**src/nth_prime_finder_assert.svh**
```systemverilog
// Assertion macros shared by the nth_prime_finder RTL files.
`ifndef NTH_PRIME_FINDER_ASSERT_SVH
`define NTH_PRIME_FINDER_ASSERT_SVH

// The consequent must hold in the same cycle as the antecedent.
`define NPF_ASSERT_SAME(label, clock, rst_n, ante, cons, msg) \
	label: assert property (@(posedge clock) disable iff (!rst_n) (ante) |-> (cons)) \
		else $error(msg);

// The consequent must hold in the cycle after the antecedent.
`define NPF_ASSERT_NEXT(label, clock, rst_n, ante, cons, msg) \
	label: assert property (@(posedge clock) disable iff (!rst_n) (ante) |=> (cons)) \
		else $error(msg);

`endif

```
**src/npf_pkg.sv**
```systemverilog
// Shared types and constants for the n-th prime finder.
package npf_pkg;

	// Fixed widths of the word fields.
	localparam int INDEX_W = 13;
	localparam int PRIME_OUT_W = 16;

	// The search and the trial division both start at two.
	localparam int FIRST_VALUE = 2;

	// Commands from the controller to the datapath.
	typedef struct packed {
		logic load_index;
		logic set_err;
		logic init_cand;
		logic next_cand;
		logic count_prime;
		logic rem_start;
		logic next_div;
		logic out_load;
	} npf_cmd_t;

	// Status from the datapath to the controller.
	typedef struct packed {
		logic index_bad;
		logic sq_gt_cand;
		logic count_hit;
		logic cand_last;
		logic rem_done;
		logic rem_zero;
		logic out_free;
	} npf_status_t;

endpackage

```
**src/nth_prime_finder.sv**
```systemverilog
// Top level of the n-th prime finder by trial division.
//
//   channel | valid     | stall     | payload
//   --------+-----------+-----------+------------------
//   input   | in_valid  | in_stall  | index
//   output  | out_valid | out_stall | prime, error
//
// One word is searched at a time: each candidate is tested against divisors
// in turn, and each trial division runs in the bit-serial remainder unit. A
// bad index goes straight from the check to the finish state, and its error
// word is loaded once the output register is free; the next word is taken
// back in the idle state.
// Reset clears the controller and the output valid.
// in_stall is high while a search runs; a finished word waits in the output
// register while the next input word is taken.
`include "nth_prime_finder_assert.svh"

module nth_prime_finder #(
	parameter int MAX_INDEX = 4096,
	parameter int PRIME_WIDTH = 16
) (
	input  logic                            clk,
	input  logic                            arst_n,
	input  logic                            in_valid,
	output logic                            in_stall,
	input  logic [npf_pkg::INDEX_W-1:0]     index,
	output logic                            out_valid,
	input  logic                            out_stall,
	output logic [npf_pkg::PRIME_OUT_W-1:0] prime,
	output logic                            error
);

	import npf_pkg::*;

	npf_cmd_t    cmd;
	npf_status_t status;

	// Search sequencer.
	npf_ctrl u_ctrl (
		.clk(clk),
		.arst_n(arst_n),
		.in_valid(in_valid),
		.in_stall(in_stall),
		.status(status),
		.cmd(cmd)
	);

	// Registers and arithmetic of the search.
	npf_dpath #(
		.MAX_INDEX(MAX_INDEX),
		.PRIME_WIDTH(PRIME_WIDTH)
	) u_dpath (
		.clk(clk),
		.arst_n(arst_n),
		.cmd(cmd),
		.status(status),
		.index(index),
		.out_valid(out_valid),
		.out_stall(out_stall),
		.prime(prime),
		.error(error)
	);

	// An error word carries a zero prime.
	`NPF_ASSERT_SAME(a_err_zero, clk, arst_n, out_valid && error, prime == '0,
		"error word with nonzero prime")
	// A good word carries a prime of at least two.
	`NPF_ASSERT_SAME(a_prime_min, clk, arst_n, out_valid && !error,
		prime >= PRIME_OUT_W'(FIRST_VALUE), "prime below two")
	// An accepted input word keeps the input stalled in the next cycle.
	`NPF_ASSERT_NEXT(a_busy_after, clk, arst_n, in_valid && !in_stall, in_stall,
		"input not stalled during search")

endmodule

```
**src/npf_rem.sv**
```systemverilog
// Bit-serial restoring remainder unit: one dividend bit per cycle.
module npf_rem #(
	parameter int PRIME_WIDTH = 16
) (
	input  logic                   clk,
	input  logic                   arst_n,
	input  logic                   start,
	input  logic [PRIME_WIDTH-1:0] dividend,
	input  logic [PRIME_WIDTH-1:0] divisor,
	output logic [PRIME_WIDTH-1:0] rem,
	output logic                   done
);

	localparam int CNT_W = $clog2(PRIME_WIDTH + 1);

	logic [PRIME_WIDTH-1:0] rem_q;
	logic [PRIME_WIDTH-1:0] shf_q;
	logic [CNT_W-1:0]       cnt_q;
	logic                   busy_q;
	logic                   done_q;
	logic [PRIME_WIDTH:0]   rem_sh;
	logic [PRIME_WIDTH:0]   rem_sub;
	logic [PRIME_WIDTH-1:0] rem_next;

	// Shift in the next dividend bit and subtract the divisor if it fits.
	always_comb begin
		rem_sh = {rem_q, shf_q[PRIME_WIDTH-1]};
		rem_sub = rem_sh - {1'b0, divisor};
		if (rem_sh >= {1'b0, divisor}) begin
			rem_next = rem_sub[PRIME_WIDTH-1:0];
		end else begin
			rem_next = rem_sh[PRIME_WIDTH-1:0];
		end
	end

	// Step counter and done pulse.
	always_ff @(posedge clk or negedge arst_n) begin
		if (!arst_n) begin
			cnt_q <= '0;
			busy_q <= 1'b0;
			done_q <= 1'b0;
		end else if (start) begin
			cnt_q <= CNT_W'(PRIME_WIDTH);
			busy_q <= 1'b1;
			done_q <= 1'b0;
		end else if (busy_q) begin
			cnt_q <= cnt_q - CNT_W'(1);
			if (cnt_q == CNT_W'(1)) begin
				busy_q <= 1'b0;
				done_q <= 1'b1;
			end
		end else begin
			done_q <= 1'b0;
		end
	end

	// Partial remainder and dividend shift register.
	always_ff @(posedge clk) begin
		if (start) begin
			rem_q <= '0;
			shf_q <= dividend;
		end else if (busy_q) begin
			rem_q <= rem_next;
			shf_q <= shf_q << 1;
		end
	end

	assign rem = rem_q;
	assign done = done_q;

endmodule

```
**src/npf_dpath.sv**
```systemverilog
// Datapath: index, candidate, divisor, square, prime count and output word.
module npf_dpath #(
	parameter int MAX_INDEX = 4096,
	parameter int PRIME_WIDTH = 16
) (
	input  logic                                clk,
	input  logic                                arst_n,
	input  npf_pkg::npf_cmd_t                   cmd,
	output npf_pkg::npf_status_t                status,
	input  logic [npf_pkg::INDEX_W-1:0]         index,
	output logic                                out_valid,
	input  logic                                out_stall,
	output logic [npf_pkg::PRIME_OUT_W-1:0]     prime,
	output logic                                error
);

	import npf_pkg::*;

	localparam int SQ_W = PRIME_WIDTH + 2;
	localparam int EXT_W = PRIME_WIDTH + PRIME_OUT_W;
	localparam logic [INDEX_W-1:0] MAX_IDX = INDEX_W'(MAX_INDEX);
	localparam logic [PRIME_WIDTH-1:0] FIRST_P = PRIME_WIDTH'(FIRST_VALUE);
	localparam logic [SQ_W-1:0] FIRST_SQ = SQ_W'(FIRST_VALUE * FIRST_VALUE);

	logic [INDEX_W-1:0]     index_q;
	logic                   err_q;
	logic [PRIME_WIDTH-1:0] cand_q;
	logic [INDEX_W-1:0]     found_q;
	logic [PRIME_WIDTH-1:0] div_q;
	logic [SQ_W-1:0]        sq_q;
	logic [PRIME_WIDTH-1:0] rem;
	logic                   rem_done;
	logic [EXT_W-1:0]       cand_ext;
	logic                   out_valid_q;
	logic [PRIME_OUT_W-1:0] prime_q;
	logic                   error_q;

	// Serial remainder of candidate by trial divisor.
	npf_rem #(
		.PRIME_WIDTH(PRIME_WIDTH)
	) u_rem (
		.clk(clk),
		.arst_n(arst_n),
		.start(cmd.rem_start),
		.dividend(cand_q),
		.divisor(div_q),
		.rem(rem),
		.done(rem_done)
	);

	// Query registers, candidate, divisor and its running square.
	always_ff @(posedge clk) begin
		if (cmd.load_index) begin
			index_q <= index;
			err_q <= 1'b0;
			found_q <= '0;
		end
		if (cmd.set_err) begin
			err_q <= 1'b1;
		end
		if (cmd.count_prime) begin
			found_q <= found_q + INDEX_W'(1);
		end
		if (cmd.init_cand || cmd.next_cand) begin
			div_q <= FIRST_P;
			sq_q <= FIRST_SQ;
		end else if (cmd.next_div) begin
			div_q <= div_q + PRIME_WIDTH'(1);
			sq_q <= sq_q + {1'b0, div_q, 1'b1};
		end
		if (cmd.init_cand) begin
			cand_q <= FIRST_P;
		end else if (cmd.next_cand) begin
			cand_q <= cand_q + PRIME_WIDTH'(1);
		end
	end

	// Output word register.
	always_ff @(posedge clk or negedge arst_n) begin
		if (!arst_n) begin
			out_valid_q <= 1'b0;
		end else if (cmd.out_load) begin
			out_valid_q <= 1'b1;
		end else if (!out_stall) begin
			out_valid_q <= 1'b0;
		end
	end

	assign cand_ext = EXT_W'(cand_q);

	always_ff @(posedge clk) begin
		if (cmd.out_load) begin
			prime_q <= err_q ? '0 : cand_ext[PRIME_OUT_W-1:0];
			error_q <= err_q;
		end
	end

	// Status toward the controller.
	always_comb begin
		status.index_bad = (index_q == '0) || (index_q > MAX_IDX);
		status.sq_gt_cand = sq_q > SQ_W'(cand_q);
		status.count_hit = (found_q + INDEX_W'(1)) == index_q;
		status.cand_last = &cand_q;
		status.rem_done = rem_done;
		status.rem_zero = (rem == '0);
		status.out_free = !out_valid_q || !out_stall;
	end

	assign out_valid = out_valid_q;
	assign prime = prime_q;
	assign error = error_q;

endmodule

```
**src/npf_ctrl.sv**
```systemverilog
// Controller state machine sequencing the candidate search.
`include "nth_prime_finder_assert.svh"

module npf_ctrl (
	input  logic                 clk,
	input  logic                 arst_n,
	input  logic                 in_valid,
	output logic                 in_stall,
	input  npf_pkg::npf_status_t status,
	output npf_pkg::npf_cmd_t    cmd
);

	import npf_pkg::*;

	localparam logic [2:0] ST_IDLE   = 3'd0;
	localparam logic [2:0] ST_CHECK  = 3'd1;
	localparam logic [2:0] ST_TEST   = 3'd2;
	localparam logic [2:0] ST_DIV    = 3'd3;
	localparam logic [2:0] ST_FINISH = 3'd4;

	logic [2:0] state_q;
	logic [2:0] state_d;

	// Next state and command decode.
	always_comb begin
		state_d = state_q;
		cmd = '0;
		unique case (state_q)
			ST_IDLE: begin
				if (in_valid) begin
					cmd.load_index = 1'b1;
					state_d = ST_CHECK;
				end
			end
			ST_CHECK: begin
				if (status.index_bad) begin
					cmd.set_err = 1'b1;
					state_d = ST_FINISH;
				end else begin
					cmd.init_cand = 1'b1;
					state_d = ST_TEST;
				end
			end
			ST_TEST: begin
				// No divisor left below the square root: the candidate is prime.
				if (status.sq_gt_cand) begin
					cmd.count_prime = 1'b1;
					if (status.count_hit) begin
						state_d = ST_FINISH;
					end else if (status.cand_last) begin
						cmd.set_err = 1'b1;
						state_d = ST_FINISH;
					end else begin
						cmd.next_cand = 1'b1;
					end
				end else begin
					cmd.rem_start = 1'b1;
					state_d = ST_DIV;
				end
			end
			ST_DIV: begin
				if (status.rem_done) begin
					if (!status.rem_zero) begin
						cmd.next_div = 1'b1;
						state_d = ST_TEST;
					end else if (status.cand_last) begin
						cmd.set_err = 1'b1;
						state_d = ST_FINISH;
					end else begin
						cmd.next_cand = 1'b1;
						state_d = ST_TEST;
					end
				end
			end
			ST_FINISH: begin
				if (status.out_free) begin
					cmd.out_load = 1'b1;
					state_d = ST_IDLE;
				end
			end
			default: begin
				state_d = ST_IDLE;
			end
		endcase
	end

	always_ff @(posedge clk or negedge arst_n) begin
		if (!arst_n) begin
			state_q <= ST_IDLE;
		end else begin
			state_q <= state_d;
		end
	end

	assign in_stall = (state_q != ST_IDLE);

	// The remainder unit only reports while a division is outstanding.
	`NPF_ASSERT_SAME(a_rem_in_div, clk, arst_n, status.rem_done, state_q == ST_DIV,
		"remainder done outside of division")
	// An output word is only loaded when the output register can take it.
	`NPF_ASSERT_SAME(a_load_free, clk, arst_n, cmd.out_load, status.out_free,
		"output word loaded over a pending word")
	// A started division is still running in the next cycle.
	`NPF_ASSERT_NEXT(a_div_runs, clk, arst_n, cmd.rem_start,
		state_q == ST_DIV && !status.rem_done, "division did not start")

endmodule
```
**config.mk**
```make
export PLATFORM = sky130hd
export DESIGN_NAME = nth_prime_finder
export DESIGN_NICKNAME = d
export VERILOG_FILES = /design/src/npf_pkg.sv /design/src/nth_prime_finder.sv /design/src/npf_rem.sv /design/src/npf_dpath.sv /design/src/npf_ctrl.sv
export VERILOG_INCLUDE_DIRS = /design/src /design/src/src
export SDC_FILE = /design/constraint.sdc
export NUM_CORES = 1
export LEC_CHECK = 0
export BUFFER_PORTS_ARGS = -buffer_cell sky130_fd_sc_hd__buf_4
export CAP_MARGIN = 20
export CORE_MARGIN = 5
export CORE_UTILIZATION = 40
export DETAILED_ROUTE_END_ITERATION = 6
export GPL_ROUTABILITY_DRIVEN = 0
export HOLD_SLACK_MARGIN = 0.02
export SYNTH_ARGS = -nofsm -noshare
export SYNTH_HDL_FRONTEND = slang
export SYNTH_SLANG_ARGS = --single-unit
```
**constraint.sdc**
```tcl
create_clock -name clk -period 3.2 [get_ports clk]
set_clock_uncertainty 0.15 [all_clocks]
set_input_delay 0.48 -clock clk [delete_from_list [all_inputs] [get_ports clk]]
set_output_delay 0.48 -clock clk [all_outputs]
set_load 0.1 [all_outputs]
```
==> metrics.cfg <==
[outcome]
status = finished, final reports clean

[timing]
tightest_slew_ns = 0.987
fin_crit_ns = 3.07
fmaxAchievable_mhz = 326
relSlewSlack_pct = 34.2
finalHoldViolations = 0
slew_viol_final = 0
post-route-period-util_pct = 95.9
setup_violations = 0
fin_setup_tns_ns = 0
grt_setup_unrepaired = yes

[finish]
multi_input_area_um2 = 4430
diodes = 0
final_util_pct = 48.7
area_growth_pct = 20.7
fillCellCount = 1870
fin_cells = 1242
seqCellArea_um2 = 3390
drive_above_1_share_pct = 18.0
finish.net_count = 1031

[power]
power_density_nw_per_um2 = 1030
cellLeakagePower_uw = 0.00400
fin_total_pwr_uw = 10000
peakVddDrop_v = 0.000501

[route]
route.antenna.remaining_nets = 0
via_per_inst = 5.20
num_vias = 6455
wirelength_mm = 19.0
wl_per_cell_um = 15.3
drt_iter0_markers = 299
drt_first_pass_iters = 4
drc = 0

[critical_path]
max_stage_delay_ns = 0.61
crit_path_start_kind = flip-flop
critPathTopFamily = simple AND/OR/NAND/NOR gates
cp.required_ns = 3.40
rr_startpoint = u_dpath.found_q[0]
crit_start = u_dpath.found_q[0]
arrival_ns = 3.27
crit_chain = buf_4 > and3_2 > buf_4 > mux2i_1 > a2111oi_2 > nand4_1 > or4_4 > o2111ai_2 > buf_6 > or3_1 > mux2i_1
path_buf_inv = 3
path_class = flip-flop to flip-flop
endpoint_kind = flip-flop
critPathMaxFanout = 8
crit_slowest_cell = or4_4

[clock_tree]
clk_latency_ns = 0.43
cts_made_buffers = 17
cts_htree_levels = 4
path_clk_slew_ns = 0.07
tritoncts = done
clock_sinks = 137
root_buffer = clkbuf_16
cts.path.max_buffers = 2

[yosys]
synth_ff_type = dfxtp_1
synth_edf_count = 59
synth-seq-cells = 137
synthesis.nets = 936
synth_top_area_share_pct = 21.8
yosys.cell_count.top_type = nor2_1
syn-mean-instance-area_um2 = 9.39
syn_area_um2 = 8110
yosys_warnings = 0
syn-instance-count = 864
synthTopCellsByCount = nor2_1, dfxtp_1, nand2_1, edfxtp_1, inv_1
synth_cell_types = 71
async_flop_share_pct = 8.03
seq_area_frac_synth_pct = 41.8
synthTopCellsByArea = edfxtp_1, dfxtp_1, ha_1
yosysTopAreaCell = edfxtp_1

[placement]
dp_cells = 1207
hpwl_mm = 14.4
io_buffers = 35

[floorplan]
core_um2 = 20100
initial_core_util_pct = 40.3
die_w_um = 152
die_height_um = 152
rows = 52
fp.dieArea_um2 = 23200
ioPinCount = 36

[global_routing]
grt_pass1_vias = 6231
gr-total-overflow = 0
grt_usage_pct = 16.4
grt_max_degree = 26
antenna_found_initial = 0
grt_pass1_wl_mm = 31.6

[hold_path]
hp-class = input port to flip-flop
hold_path_startpoint = index[6]

[flow_run]
maxCapViolations = 0

## metrics by stage
step                      instance area, um^2  hold slack, ns  setup WS, ns
after floorplan                          8110          0.0344        0.0299
after global placement                   9120           0.178        0.0409
after detailed placement                 9120           0.176        0.0143
after CTS                                9710          0.0661        0.0181
after global routing                     9790          0.0637       -0.0335
final                                    9790          0.0763         0.132
## state kept, by name, indices dropped and copies added, names as in the netlist, 3 cells and up
register	cells
u_ctrl.state_q	3
u_dpath.u_rem.cnt_q	5
u_dpath.prime	16
u_dpath.found_q	13
u_dpath.cand_q	16
u_dpath.index_q	13
u_dpath.u_rem.rem	16
u_dpath.u_rem.shf_q	16
u_dpath.div_q	16
u_dpath.sq_q	18
## worst register-to-register path, cell delays in order (launching register included)
cell	delay, ns
edfxtp_1	0.42
buf_4	0.17
and3_2	0.25
buf_4	0.17
mux2i_1	0.14
a2111oi_2	0.30
nand4_1	0.13
or4_4	0.61
o2111ai_2	0.21
buf_6	0.16
or3_1	0.12
mux2i_1	0.17
## cell type report
cell class | instances | area share (%)
Inverter | 55 | 2.11
Tap cell | 270 | 3.45
Clock buffer | 17 | 4.35
Timing Repair Buffer | 105 | 8.58
Clock inverter | 15 | 1.59
Multi-Input combinational cell | 643 | 45.3
Sequential cell | 137 | 34.6
## power by group
part	internal [uW]	switching, uW
Combinational	2300	2800
Sequential	2520	484
Clock	1040	894
## metal layers
metal  global-route usage, %  wire length [um]  up-vias
li1                        -                 -     3319
met1                    22.6              9460     3034
met2                    26.8              8790       88
met3                    3.29               616       14
met4                    3.51               175        0
met5                       0                 0        -
## placed cells by master, fill, tap and decap left out, types with 5 or more instances in the layout
cell	n
nand2_1	59
xnor2_1	42
ha_1	53
nor3_1	20
mux2i_1	19
inv_8	5
mux2_2	16
nor2_1	107
o211ai_1	8
o21ai_0	31
clkbuf_16	17
nor2b_1	10
nor3b_1	7
a21oi_1	41
nand3_1	27
or3_1	8
buf_4	98
or4_1	5
xor2_1	19
dfrtp_1	11
nand2b_1	13
a21o_1	11
and2_1	11
dfxtp_1	67
a211oi_1	18
o31ai_1	6
inv_1	54
and3_1	7
nand4_1	18
a31oi_1	5
nor4_1	13
edfxtp_1	59
## final timing paths
| path | end | slack (ns) | depth (start not counted) |
|---|---|---|---|
| max in group asynchronous | u_dpath.u_rem.cnt_q[1] | 2.46 | 2 |
| setup / recovery | u_dpath.cand_q[4] | 0.13 | 11 |
| min in group asynchronous | u_dpath.u_rem.cnt_q[4] | 0.29 | 2 |
| setup reg to reg | u_dpath.cand_q[4] | 0.13 | 11 |
| hold / removal | u_dpath.index_q[6] | 0.08 | 1 |
| hold reg to reg | u_dpath.sq_q[17] | 0.33 | 1 |
## timing repair
item	in CTS	in global routing
gates resized for setup	1	15
setup buffers	0	2
gates cloned	0	0
pin swaps	0	7
endpoints found under the setup margin	2	67
endpoints found under the hold margin	11	0
hold buffers	1	0
## kinds of logic after synthesis
logic type      after synthesis  synth area share [%]
simple gates                320                  19.4
compound gates              171                  14.4
flops                       137                  41.8
buf+inv                      84                  4.30
xor+xnor                     62                  6.87
fa+ha+maj                    55                  8.67
mux                          35                  4.57
(Power assumes the default switching activity.)
